**config.mk**
```make
export PLATFORM = sky130hd
export DESIGN_NAME = cpu6502_execute_unit
export DESIGN_NICKNAME = d
export VERILOG_FILES = /design/src/rtl/core/c65_pkg.sv /design/src/rtl/core/c65_stack.sv /design/src/rtl/core/c65_exec.sv /design/src/rtl/core/cpu6502_execute_unit.sv
export VERILOG_INCLUDE_DIRS = /design/src /design/src/rtl/core
export SDC_FILE = /design/constraint.sdc
export NUM_CORES = 2
export LEC_CHECK = 0
export ABC_AREA = 1
export BUFFER_PORTS_ARGS = -buffer_cell sky130_fd_sc_hd__buf_2
export CAP_MARGIN = 20
export CORE_AREA = 2 2 408 410
export DETAILED_ROUTE_END_ITERATION = 10
export DIE_AREA = 0 0 410 412
export PLACE_DENSITY = 0.76
export SYNTH_ARGS = -nofsm -noshare
export SYNTH_HDL_FRONTEND = slang
export SYNTH_SLANG_ARGS = --single-unit
```
**constraint.sdc**
```tcl
create_clock -name clock -period 11.54 [get_ports clock]
set_input_delay 1.154 -clock clock [delete_from_list [all_inputs] [get_ports clock]]
set_output_delay 1.154 -clock clock [all_outputs]
set_load 0.01 [all_outputs]
```
**src/rtl/core/assert_macros.svh**
```systemverilog
// Assertion helpers shared by the RTL.
`ifndef ASSERT_MACROS_SVH
`define ASSERT_MACROS_SVH

// a holds in a cycle -> b holds in the same cycle
`define ASSERT_IMPLIES(label, clk, rst, a, b) \
   label: assert property (@(posedge clk) disable iff (rst) (a) |-> (b)) \
      else $error("assertion failed");

// a holds in a cycle -> b holds in the next cycle
`define ASSERT_NEXT(label, clk, a, b) \
   label: assert property (@(posedge clk) (a) |=> (b)) \
      else $error("assertion failed");

`endif

```
**src/rtl/core/c65_pkg.sv**
```systemverilog
`default_nettype none
package c65_pkg;

   localparam logic [5:0] OP_ADC = 6'd0;
   localparam logic [5:0] OP_AND = 6'd1;
   localparam logic [5:0] OP_ASL = 6'd2;
   localparam logic [5:0] OP_BCC = 6'd3;
   localparam logic [5:0] OP_BCS = 6'd4;
   localparam logic [5:0] OP_BEQ = 6'd5;
   localparam logic [5:0] OP_BIT = 6'd6;
   localparam logic [5:0] OP_BMI = 6'd7;
   localparam logic [5:0] OP_BNE = 6'd8;
   localparam logic [5:0] OP_BPL = 6'd9;
   localparam logic [5:0] OP_BRK = 6'd10;
   localparam logic [5:0] OP_BVC = 6'd11;
   localparam logic [5:0] OP_BVS = 6'd12;
   localparam logic [5:0] OP_CLC = 6'd13;
   localparam logic [5:0] OP_CLD = 6'd14;
   localparam logic [5:0] OP_CLI = 6'd15;
   localparam logic [5:0] OP_CLV = 6'd16;
   localparam logic [5:0] OP_CMP = 6'd17;
   localparam logic [5:0] OP_CPX = 6'd18;
   localparam logic [5:0] OP_CPY = 6'd19;
   localparam logic [5:0] OP_DEC = 6'd20;
   localparam logic [5:0] OP_DEX = 6'd21;
   localparam logic [5:0] OP_DEY = 6'd22;
   localparam logic [5:0] OP_EOR = 6'd23;
   localparam logic [5:0] OP_INC = 6'd24;
   localparam logic [5:0] OP_INX = 6'd25;
   localparam logic [5:0] OP_INY = 6'd26;
   localparam logic [5:0] OP_JMP = 6'd27;
   localparam logic [5:0] OP_JSR = 6'd28;
   localparam logic [5:0] OP_LDA = 6'd29;
   localparam logic [5:0] OP_LDX = 6'd30;
   localparam logic [5:0] OP_LDY = 6'd31;
   localparam logic [5:0] OP_LSR = 6'd32;
   localparam logic [5:0] OP_ORA = 6'd34;
   localparam logic [5:0] OP_PHA = 6'd35;
   localparam logic [5:0] OP_PHP = 6'd36;
   localparam logic [5:0] OP_PLA = 6'd37;
   localparam logic [5:0] OP_PLP = 6'd38;
   localparam logic [5:0] OP_ROL = 6'd39;
   localparam logic [5:0] OP_ROR = 6'd40;
   localparam logic [5:0] OP_RTI = 6'd41;
   localparam logic [5:0] OP_RTS = 6'd42;
   localparam logic [5:0] OP_SBC = 6'd43;
   localparam logic [5:0] OP_SEC = 6'd44;
   localparam logic [5:0] OP_SED = 6'd45;
   localparam logic [5:0] OP_SEI = 6'd46;
   localparam logic [5:0] OP_STA = 6'd47;
   localparam logic [5:0] OP_STX = 6'd48;
   localparam logic [5:0] OP_STY = 6'd49;
   localparam logic [5:0] OP_TAX = 6'd50;
   localparam logic [5:0] OP_TAY = 6'd51;
   localparam logic [5:0] OP_TSX = 6'd52;
   localparam logic [5:0] OP_TXA = 6'd53;
   localparam logic [5:0] OP_TXS = 6'd54;
   localparam logic [5:0] OP_TYA = 6'd55;

   localparam int FLAG_C = 0;
   localparam int FLAG_Z = 1;
   localparam int FLAG_I = 2;
   localparam int FLAG_D = 3;
   localparam int FLAG_B = 4;
   localparam int FLAG_U = 5;
   localparam int FLAG_V = 6;
   localparam int FLAG_N = 7;

   localparam logic [7:0] FLAGS_RESET = 8'h24;
   localparam logic [7:0] SP_RESET    = 8'hFD;

   typedef struct packed {
      logic [15:0] last_byte_address;
      logic [15:0] target_address;
      logic        on_accumulator;
      logic [7:0]  operand;
      logic [5:0]  opcode;
   } item_type;

   typedef struct packed {
      logic [7:0] acc;
      logic [7:0] x;
      logic [7:0] y;
      logic [7:0] p;
      logic [7:0] sp;
   } regs_type;

   typedef struct packed {
      logic [1:0] push_cnt;
      logic [7:0] b0;
      logic [7:0] b1;
      logic [7:0] b2;
   } stack_ctl_type;

   typedef struct packed {
      logic [7:0] r1;
      logic [7:0] r2;
      logic [7:0] r3;
   } stack_rd_type;

endpackage
`default_nettype wire

```
**src/rtl/core/c65_stack.sv**
```systemverilog
`default_nettype none
module c65_stack (
   input  wire logic                   clock,
   input  wire logic                   reset,
   input  wire logic                   wr_en,
   input  wire logic [7:0]             sp,
   input  wire logic [7:0]             rd_sp,
   input  wire c65_pkg::stack_ctl_type ctl,
   output logic                        busy,
   output c65_pkg::stack_rd_type       rd
);

   // Four banks on sp[1:0]: the three bytes a push or pull touches are
   // consecutive, so each bank sees at most one write and one read a cycle.
   logic       clr_busy_ff, clr_busy_in;
   logic [5:0] clr_row_ff, clr_row_in;
   logic [1:0] rsel_ff;
   logic [7:0] rq [4];

   assign busy        = clr_busy_ff;
   assign clr_busy_in = clr_busy_ff && (clr_row_ff != 6'd63);
   assign clr_row_in  = clr_row_ff + 6'd1;

   always_ff @(posedge clock) begin
      if (reset) begin
         clr_busy_ff <= 1'b1;
         clr_row_ff  <= '0;
      end else if (clr_busy_ff) begin
         clr_busy_ff <= clr_busy_in;
         clr_row_ff  <= clr_row_in;
      end
   end

   always_ff @(posedge clock) begin
      rsel_ff <= rd_sp[1:0];
   end

   for (genvar g = 0; g < 4; g++) begin : g_bank
      logic [7:0] mem_ff [64];
      logic [7:0] q_ff;
      logic [1:0] wk, rk;
      logic [7:0] waddr, raddr, wdat;
      logic [5:0] wrow;
      logic       we;

      assign wk    = sp[1:0] - 2'(g);
      assign waddr = sp - {6'd0, wk};
      assign rk    = 2'(g) - rd_sp[1:0] - 2'd1;
      assign raddr = rd_sp + 8'd1 + {6'd0, rk};

      always_comb begin
         if (clr_busy_ff) begin
            we   = 1'b1;
            wrow = clr_row_ff;
            wdat = 8'h00;
         end else begin
            we   = wr_en && (wk < ctl.push_cnt);
            wrow = waddr[7:2];
            unique case (wk)
               2'd0:    wdat = ctl.b0;
               2'd1:    wdat = ctl.b1;
               2'd2:    wdat = ctl.b2;
               default: wdat = 8'h00;
            endcase
         end
      end

      // read for the sp of the next cycle, bypassing this cycle's write
      always_ff @(posedge clock) begin
         if (!reset && we) mem_ff[wrow] <= wdat;
         if (!reset && we && wrow == raddr[7:2]) q_ff <= wdat;
         else q_ff <= mem_ff[raddr[7:2]];
      end

      assign rq[g] = q_ff;
   end

   always_comb begin
      rd.r1 = rq[rsel_ff + 2'd1];
      rd.r2 = rq[rsel_ff + 2'd2];
      rd.r3 = rq[rsel_ff + 2'd3];
   end

endmodule
`default_nettype wire

```
**src/rtl/core/c65_exec.sv**
```systemverilog
`default_nettype none
module c65_exec (
   input  wire c65_pkg::item_type       item,
   input  wire c65_pkg::regs_type       cur,
   input  wire c65_pkg::stack_rd_type   rd,
   output c65_pkg::regs_type            nxt,
   output c65_pkg::stack_ctl_type       ctl,
   output logic [15:0]                  next_pc,
   output logic [7:0]                   write_data,
   output logic                         write_enable
);

   logic [7:0]  m, src, res, pushed_p;
   logic [8:0]  sum;
   logic [15:0] seq_pc, brk_pc;
   logic        taken, rmw, do_add;
   logic [7:0]  add_m, cmp_reg, nz_v;
   logic        nz_en;

   assign m        = item.operand;
   assign src      = item.on_accumulator ? cur.acc : m;
   assign seq_pc   = item.last_byte_address + 16'd1;
   assign brk_pc   = seq_pc;
   assign pushed_p = cur.p | 8'h30;
   assign add_m    = (item.opcode == c65_pkg::OP_SBC) ? ~m : m;
   assign sum      = {1'b0, cur.acc} + {1'b0, add_m} + {8'd0, cur.p[c65_pkg::FLAG_C]};

   always_comb begin
      nxt          = cur;
      ctl          = '0;
      next_pc      = seq_pc;
      write_data   = 8'h00;
      write_enable = 1'b0;
      taken        = 1'b0;
      rmw          = 1'b0;
      res          = 8'h00;
      do_add       = 1'b0;
      cmp_reg      = cur.acc;
      nz_v         = 8'h00;
      nz_en        = 1'b0;
      unique case (item.opcode)
         c65_pkg::OP_ADC, c65_pkg::OP_SBC: do_add = 1'b1;
         c65_pkg::OP_AND: begin nxt.acc = cur.acc & m; nz_v = nxt.acc; nz_en = 1'b1; end
         c65_pkg::OP_ORA: begin nxt.acc = cur.acc | m; nz_v = nxt.acc; nz_en = 1'b1; end
         c65_pkg::OP_EOR: begin nxt.acc = cur.acc ^ m; nz_v = nxt.acc; nz_en = 1'b1; end
         c65_pkg::OP_ASL: begin
            nxt.p[c65_pkg::FLAG_C] = src[7];
            res = {src[6:0], 1'b0}; rmw = 1'b1;
         end
         c65_pkg::OP_LSR: begin
            nxt.p[c65_pkg::FLAG_C] = src[0];
            res = {1'b0, src[7:1]}; rmw = 1'b1;
         end
         c65_pkg::OP_ROL: begin
            nxt.p[c65_pkg::FLAG_C] = src[7];
            res = {src[6:0], cur.p[c65_pkg::FLAG_C]}; rmw = 1'b1;
         end
         c65_pkg::OP_ROR: begin
            nxt.p[c65_pkg::FLAG_C] = src[0];
            res = {cur.p[c65_pkg::FLAG_C], src[7:1]}; rmw = 1'b1;
         end
         c65_pkg::OP_DEC: begin res = src - 8'd1; rmw = 1'b1; end
         c65_pkg::OP_INC: begin res = src + 8'd1; rmw = 1'b1; end
         c65_pkg::OP_BCC: taken = !cur.p[c65_pkg::FLAG_C];
         c65_pkg::OP_BCS: taken = cur.p[c65_pkg::FLAG_C];
         c65_pkg::OP_BEQ: taken = cur.p[c65_pkg::FLAG_Z];
         c65_pkg::OP_BNE: taken = !cur.p[c65_pkg::FLAG_Z];
         c65_pkg::OP_BMI: taken = cur.p[c65_pkg::FLAG_N];
         c65_pkg::OP_BPL: taken = !cur.p[c65_pkg::FLAG_N];
         c65_pkg::OP_BVC: taken = !cur.p[c65_pkg::FLAG_V];
         c65_pkg::OP_BVS: taken = cur.p[c65_pkg::FLAG_V];
         c65_pkg::OP_BIT: begin
            nxt.p[c65_pkg::FLAG_Z] = (cur.acc & m) == 8'h00;
            nxt.p[c65_pkg::FLAG_N] = m[7];
            nxt.p[c65_pkg::FLAG_V] = m[6];
         end
         c65_pkg::OP_BRK: begin
            ctl.push_cnt = 2'd3;
            ctl.b0 = brk_pc[15:8];
            ctl.b1 = brk_pc[7:0];
            ctl.b2 = pushed_p;
            nxt.sp = cur.sp - 8'd3;
            nxt.p[c65_pkg::FLAG_I] = 1'b1;
            next_pc = item.target_address;
         end
         c65_pkg::OP_CLC: nxt.p[c65_pkg::FLAG_C] = 1'b0;
         c65_pkg::OP_CLD: nxt.p[c65_pkg::FLAG_D] = 1'b0;
         c65_pkg::OP_CLI: nxt.p[c65_pkg::FLAG_I] = 1'b0;
         c65_pkg::OP_CLV: nxt.p[c65_pkg::FLAG_V] = 1'b0;
         c65_pkg::OP_SEC: nxt.p[c65_pkg::FLAG_C] = 1'b1;
         c65_pkg::OP_SED: nxt.p[c65_pkg::FLAG_D] = 1'b1;
         c65_pkg::OP_SEI: nxt.p[c65_pkg::FLAG_I] = 1'b1;
         c65_pkg::OP_CMP, c65_pkg::OP_CPX, c65_pkg::OP_CPY: begin
            if (item.opcode == c65_pkg::OP_CPX) cmp_reg = cur.x;
            else if (item.opcode == c65_pkg::OP_CPY) cmp_reg = cur.y;
            else cmp_reg = cur.acc;
            nxt.p[c65_pkg::FLAG_C] = cmp_reg >= m;
            nz_v = cmp_reg - m; nz_en = 1'b1;
         end
         c65_pkg::OP_DEX: begin nxt.x = cur.x - 8'd1; nz_v = nxt.x; nz_en = 1'b1; end
         c65_pkg::OP_DEY: begin nxt.y = cur.y - 8'd1; nz_v = nxt.y; nz_en = 1'b1; end
         c65_pkg::OP_INX: begin nxt.x = cur.x + 8'd1; nz_v = nxt.x; nz_en = 1'b1; end
         c65_pkg::OP_INY: begin nxt.y = cur.y + 8'd1; nz_v = nxt.y; nz_en = 1'b1; end
         c65_pkg::OP_JMP: next_pc = item.target_address;
         c65_pkg::OP_JSR: begin
            ctl.push_cnt = 2'd2;
            ctl.b0 = item.last_byte_address[15:8];
            ctl.b1 = item.last_byte_address[7:0];
            nxt.sp = cur.sp - 8'd2;
            next_pc = item.target_address;
         end
         c65_pkg::OP_LDA: begin nxt.acc = m; nz_v = m; nz_en = 1'b1; end
         c65_pkg::OP_LDX: begin nxt.x = m; nz_v = m; nz_en = 1'b1; end
         c65_pkg::OP_LDY: begin nxt.y = m; nz_v = m; nz_en = 1'b1; end
         c65_pkg::OP_PHA: begin
            ctl.push_cnt = 2'd1; ctl.b0 = cur.acc; nxt.sp = cur.sp - 8'd1;
         end
         c65_pkg::OP_PHP: begin
            ctl.push_cnt = 2'd1; ctl.b0 = pushed_p; nxt.sp = cur.sp - 8'd1;
         end
         c65_pkg::OP_PLA: begin
            nxt.acc = rd.r1; nz_v = rd.r1; nz_en = 1'b1; nxt.sp = cur.sp + 8'd1;
         end
         c65_pkg::OP_PLP: begin
            nxt.p = (rd.r1 & 8'hEF) | 8'h20; nxt.sp = cur.sp + 8'd1;
         end
         c65_pkg::OP_RTI: begin
            nxt.p = (rd.r1 & 8'hEF) | 8'h20;
            next_pc = {rd.r3, rd.r2};
            nxt.sp = cur.sp + 8'd3;
         end
         c65_pkg::OP_RTS: begin
            next_pc = {rd.r2, rd.r1} + 16'd1;
            nxt.sp = cur.sp + 8'd2;
         end
         c65_pkg::OP_STA: begin write_data = cur.acc; write_enable = 1'b1; end
         c65_pkg::OP_STX: begin write_data = cur.x; write_enable = 1'b1; end
         c65_pkg::OP_STY: begin write_data = cur.y; write_enable = 1'b1; end
         c65_pkg::OP_TAX: begin nxt.x = cur.acc; nz_v = cur.acc; nz_en = 1'b1; end
         c65_pkg::OP_TAY: begin nxt.y = cur.acc; nz_v = cur.acc; nz_en = 1'b1; end
         c65_pkg::OP_TSX: begin nxt.x = cur.sp; nz_v = cur.sp; nz_en = 1'b1; end
         c65_pkg::OP_TXA: begin nxt.acc = cur.x; nz_v = cur.x; nz_en = 1'b1; end
         c65_pkg::OP_TXS: nxt.sp = cur.x;
         c65_pkg::OP_TYA: begin nxt.acc = cur.y; nz_v = cur.y; nz_en = 1'b1; end
         default: ;
      endcase

      if (do_add) begin
         nxt.acc = sum[7:0];
         nxt.p[c65_pkg::FLAG_C] = sum[8];
         nxt.p[c65_pkg::FLAG_V] = ~(cur.acc[7] ^ add_m[7]) & (cur.acc[7] ^ sum[7]);
         nz_v = sum[7:0]; nz_en = 1'b1;
      end
      if (rmw) begin
         nz_v = res; nz_en = 1'b1;
         if (item.on_accumulator) begin
            nxt.acc = res;
         end else begin
            write_data = res; write_enable = 1'b1;
         end
      end
      if (nz_en) begin
         nxt.p[c65_pkg::FLAG_N] = nz_v[7];
         nxt.p[c65_pkg::FLAG_Z] = nz_v == 8'h00;
      end
      if (taken) begin
         next_pc = seq_pc + {{8{m[7]}}, m};
      end
   end

endmodule
`default_nettype wire

```
**src/rtl/core/cpu6502_execute_unit.sv**
```systemverilog
// Channel  Dir  Payload
// req      in   tdata: opcode, operand, target_address, last_byte_address; tuser: on_accumulator
// rsp      out  tdata: next_pc, write_data, acc/x/y/flags/sp; tuser: write_enable
//
// One instruction per cycle unless rsp stalls: input register, one pass of decode/ALU logic,
// result register, which drives rsp_tvalid.
// Stack: four 64-entry banks with registered reads, fetched for the next sp with write bypass.
// After reset a pass over all 64 rows clears the stack; req_tready stays low meanwhile.
// Synchronous reset; a stalled rsp holds the pipe, req keeps flowing while a slot is free.
`default_nettype none
`include "assert_macros.svh"
module cpu6502_execute_unit (
   input  wire logic        clock,
   input  wire logic        reset,
   input  wire logic        req_tvalid,
   output logic             req_tready,
   input  wire logic [47:0] req_tdata,  // opcode, operand, target_address, last_byte_address, pad
   input  wire logic        req_tuser,  // on_accumulator
   output logic             rsp_tvalid,
   input  wire logic        rsp_tready,
   output logic [63:0]      rsp_tdata,  // next_pc, write_data, acc, x, y, flags, sp
   output logic             rsp_tuser   // write_enable
);

   c65_pkg::item_type      item_ff, item_in;
   c65_pkg::regs_type      regs_ff, regs_in, regs_nxt;
   c65_pkg::stack_ctl_type ctl;
   c65_pkg::stack_rd_type  rd;
   logic        in_v_ff, in_v_in, out_v_ff, out_v_in, advance, exec_go;
   logic [63:0] data_ff, data_in;
   logic        wen_ff, wen_in;
   logic [15:0] next_pc;
   logic [7:0]  wdata;
   logic        wen;
   logic        stack_busy;

   assign advance    = !out_v_ff || rsp_tready;
   assign exec_go    = advance && in_v_ff;
   assign req_tready = !stack_busy && (!in_v_ff || advance);
   assign rsp_tvalid = out_v_ff;
   assign rsp_tdata  = data_ff;
   assign rsp_tuser  = wen_ff;

   always_comb begin
      item_in.opcode            = req_tdata[5:0];
      item_in.operand           = req_tdata[13:6];
      item_in.on_accumulator    = req_tuser;
      item_in.target_address    = req_tdata[29:14];
      item_in.last_byte_address = req_tdata[45:30];
      if (req_tvalid && req_tready) in_v_in = 1'b1;
      else if (advance) in_v_in = 1'b0;
      else in_v_in = in_v_ff;
      out_v_in = advance ? in_v_ff : out_v_ff;
      regs_in  = exec_go ? regs_nxt : regs_ff;
      data_in  = {regs_nxt.sp, regs_nxt.p, regs_nxt.y, regs_nxt.x, regs_nxt.acc, wdata, next_pc};
      wen_in   = wen;
   end

   c65_exec u_exec (
      .item(item_ff), .cur(regs_ff), .rd(rd), .nxt(regs_nxt), .ctl(ctl),
      .next_pc(next_pc), .write_data(wdata), .write_enable(wen)
   );

   c65_stack u_stack (
      .clock(clock), .reset(reset), .wr_en(exec_go), .sp(regs_ff.sp), .rd_sp(regs_in.sp),
      .ctl(ctl), .busy(stack_busy), .rd(rd)
   );

   always_ff @(posedge clock) begin
      if (reset) begin
         in_v_ff  <= 1'b0;
         out_v_ff <= 1'b0;
         regs_ff  <= '{acc: 8'h00, x: 8'h00, y: 8'h00,
                       p: c65_pkg::FLAGS_RESET, sp: c65_pkg::SP_RESET};
      end else begin
         in_v_ff  <= in_v_in;
         out_v_ff <= out_v_in;
         regs_ff  <= regs_in;
      end
   end

   always_ff @(posedge clock) begin
      if (req_tvalid && req_tready) item_ff <= item_in;
      if (exec_go) begin
         data_ff <= data_in;
         wen_ff  <= wen_in;
      end
   end

   `ASSERT_IMPLIES(a_flag_u_set, clock, reset, 1'b1, regs_ff.p[c65_pkg::FLAG_U])
   `ASSERT_IMPLIES(a_flag_b_clr, clock, reset, 1'b1, !regs_ff.p[c65_pkg::FLAG_B])
   `ASSERT_NEXT(a_regs_hold, clock, !reset && !exec_go, $stable(regs_ff) || reset)
   `ASSERT_NEXT(a_reset_regs, clock, reset, regs_ff.sp == c65_pkg::SP_RESET && !rsp_tvalid)

endmodule
`default_nettype wire
```
==> flow_summary.yaml <==
logic_synthesis:
  ys.warnings.count: 0
  ys_ff_latch: 2235
  yosysTopAreaCell: "edfxtp_1"
  synth_area_sq_um: 98200
  netlist_instances: 9184
  synthTopCellsByArea: "edfxtp_1 66%, nand2_1 9.3%, nand3_1 6.7%"
  synth_ff_type: "edfxtp_1"
  yosysTopAreaCellShare: 0.661
  synth_async_sr_flop_share: 0
  ys_types: 62
  avgSynthCellArea_sq_um: 10.7
  syn_nets: 9333
  synth_edf_count: 2160
  yosysSeqAreaShare: 0.676
clock_tree:
  clkSlewWorstSetupHoldPaths_ns: 0.06
  cts_tree: "done"
  post_cts_resized: 0
  root_buffer: "clkbuf_16"
  htreeDepth: 4
  cts_setup_buffers: 0
  max-clock-path-buffers: 3
  cts.sinks: 2235
  numCtsBuffers: 214
  clock_latency_ns: 0.90
  post_cts_hold_buffer_count: 0
min_path:
  min_path_type: "in -> reg"
placement:
  gp_congestion: 1.00
  placed_cell_area_sq_um: 100000
  dp_hpwl_um: 174000
  port-buffer-count: 117
timing:
  rsz0062_at_grt: "no"
  setup-violations-final: 0
  finClkSkew_ns: 0.0578
  finalCritPeriodShare: 0.512
  max-slew-margin-rel: 0.261
  fmax_mhz: 169
  final_max_slew_viol_count: 0
  worst_pin_slew_ns: 1.10
  fin_crit_ns: 5.91
  setup_tns_ns: 0
  hold_violations: 0
drt:
  wl_per_cell_um: 24.4
  drc: 0
  detail-route-antenna-nets: 0
  via_count: 71700
  routed_wl_um: 281000
  drt-pass1-iter-count: 8
  drtIter0Drc: 10800
  viasPerCell: 6.24
global_routing:
  grt_use_total: 0.326
  grt_use_met1: 0.442
  grt_max_degree: 193
  use_met3: 0.0775
  grt_pass1_wl_um: 414000
  gr-max-usage-layer: "met2"
  gr-total-overflow: 0
  antenna_found_initial: 22
  grtUsageMet2: 0.507
  grt_pass1_vias: 67100
die:
  fp.dieH_um: 412
  die_x_um: 410
  core_area_sq_um: 164000
  dieArea_sq_um: 169000
  start_util: 0.598
  rows: 149
  io_pins: 120
job:
  max-cap-violations: 0
power:
  powerDensity_nw_per_um2: 146
  peakVddDrop_mv: 0.180
  p_leak_nw: 41.3
  finalPower_mw: 15.7
critical_path:
  worst_ep_required_time_ns: 12.17
  cp_max_fo: 116
  start_kind: "flip-flop"
  crit_family: "simple AND/OR/NAND/NOR gates"
  path_class: "reg -> reg"
  crit_buf_inv: 5
  critPathSlowestCell: "buf_4"
  crit_arrival_ns: 6.54
  worstPathCellList: "inv_6 > buf_4 > buf_4 > nand2_1 > nand3_1 > nand3_1 > nand2_1 > nand2_1 > nand3_1 > nand3_1 > nand3_1 > nand3_1 > nand2_1 > inv_1 > nor2_1 > nand2_1 > nor2_1 > nand2_1 > nand2_1 > inv_1 > nand2_1 > nand2_1 > nand2_1 > nand2_1"
  end_kind: "flip-flop"
  r2r_slack_ns: 5.63
  slowest_delay_ns: 0.73
  crit_top_cell: "nand2_1"
layout:
  drive_gt1_frac: 0.0685
  layout_commonest_cell: "nand2_1"
  fin_area_sq_um: 107000
  final_cell_mix: "2424 x nand2_1, 2160 x edfxtp_1, 1317 x nand3_1"
  fin_nets: 9267
  area_delta_synth_final_pct: 9.27
status:
  outcome: "finished clean"
## power by group
part | switching (mW) | total, mW | internal (mW) | leakage (nW)
logic | 0.0965 | 0.118 | 0.0215 | 14.6
registers | 0.00603 | 8.79 | 8.78 | 23.4
clock network | 3.05 | 6.80 | 3.75 | 3.28
## layer usage
layer | wire, um | up-vias | part of all wire
li1 | - | 32200 | -
met1 | 106000 | 34400 | 0.38
met2 | 129000 | 4427 | 0.46
met3 | 33400 | 719 | 0.12
met4 | 12900 | 14 | 0.046
met5 | 91 | - | 0.00032
## cell type report
cell class	instances	area (sq um)
diodes	12	30.0
inverters	400	1540
clock buffers	276	5630
clock inverters	121	1130
well taps	2189	2740
repair buffers	209	1290
multi-input cells	6058	28500
fillers	12100	57000
flip-flops and latches	2235	66400
## kinds of logic (layout without fill, tap and decap cells)
family / count (synthesis) / in the layout / synth area share
AOI/OAI and AO/OA: 1178 / 1178 / 0.0673
xor gates and xnor gates: 57 / 57 / 0.00543
adders and majority gates: 96 / 96 / 0.0128
buffers and inverters: 891 / 1006 / 0.0368
DFF: 2235 / 2235 / 0.676
other: 0 / 12 / 0
and+or+nand+nor: 4727 / 4727 / 0.202
## cells in the mapped netlist, types with 9 or more instances
cell type	count
inv_1	361
buf_2	187
nand4_1	34
o211ai_1	22
inv_2	23
a22oi_1	12
a211oi_1	16
dfxtp_1	75
clkbuf_1	234
a21oi_1	226
buf_1	62
a221oi_1	22
xor2_1	38
o22ai_1	227
or2_2	20
nor2_1	839
a31oi_1	9
nand3_1	1317
ha_1	89
nor4_1	13
o2111ai_1	15
nor3_1	35
nand2_1	2425
nand2_2	13
edfxtp_1	2160
o21ai_0	577
xnor2_1	16
o21ai_1	10
clkinv_1	13
## registers in the layout, summed over array words and instances (netlist names), 2 cells and up, named ones only
name                   count
item_ff                   47
regs_ff                   40
rsp_tdata                 64
u_stack.clr_row_ff         6
u_stack.g_bank.mem_ff   2048
u_stack.rsel_ff            2
## final timing paths
| check | start | to | cells past startpoint |
|---|---|---|---|
| setup / recovery | flip-flop | rsp_tdata[10]$_DFFE_PP_ | 24 |
| hold / removal | req_tdata[38] | item_ff[39]$_DFFE_PP_ | 1 |
| setup reg to reg | flip-flop | rsp_tdata[10]$_DFFE_PP_ | 24 |
| hold reg to reg | regs_ff[12]$_SDFFE_PP0P_ | regs_ff[12]$_SDFFE_PP0P_ | 2 |
## through the flow
stage                     setup WS, ns  cells  utilization  hold slack, ns
after global placement            5.83  11100        0.612           0.447
after global routing              5.24  11500        0.653           0.428
final                             5.63  11500        0.653           0.443
after detailed placement          5.78  11100        0.612           0.446
after CTS                         5.78  11500        0.653           0.400
after floorplan                   7.18   9184            -           0.414
Power figures use the tool's default switching activity.
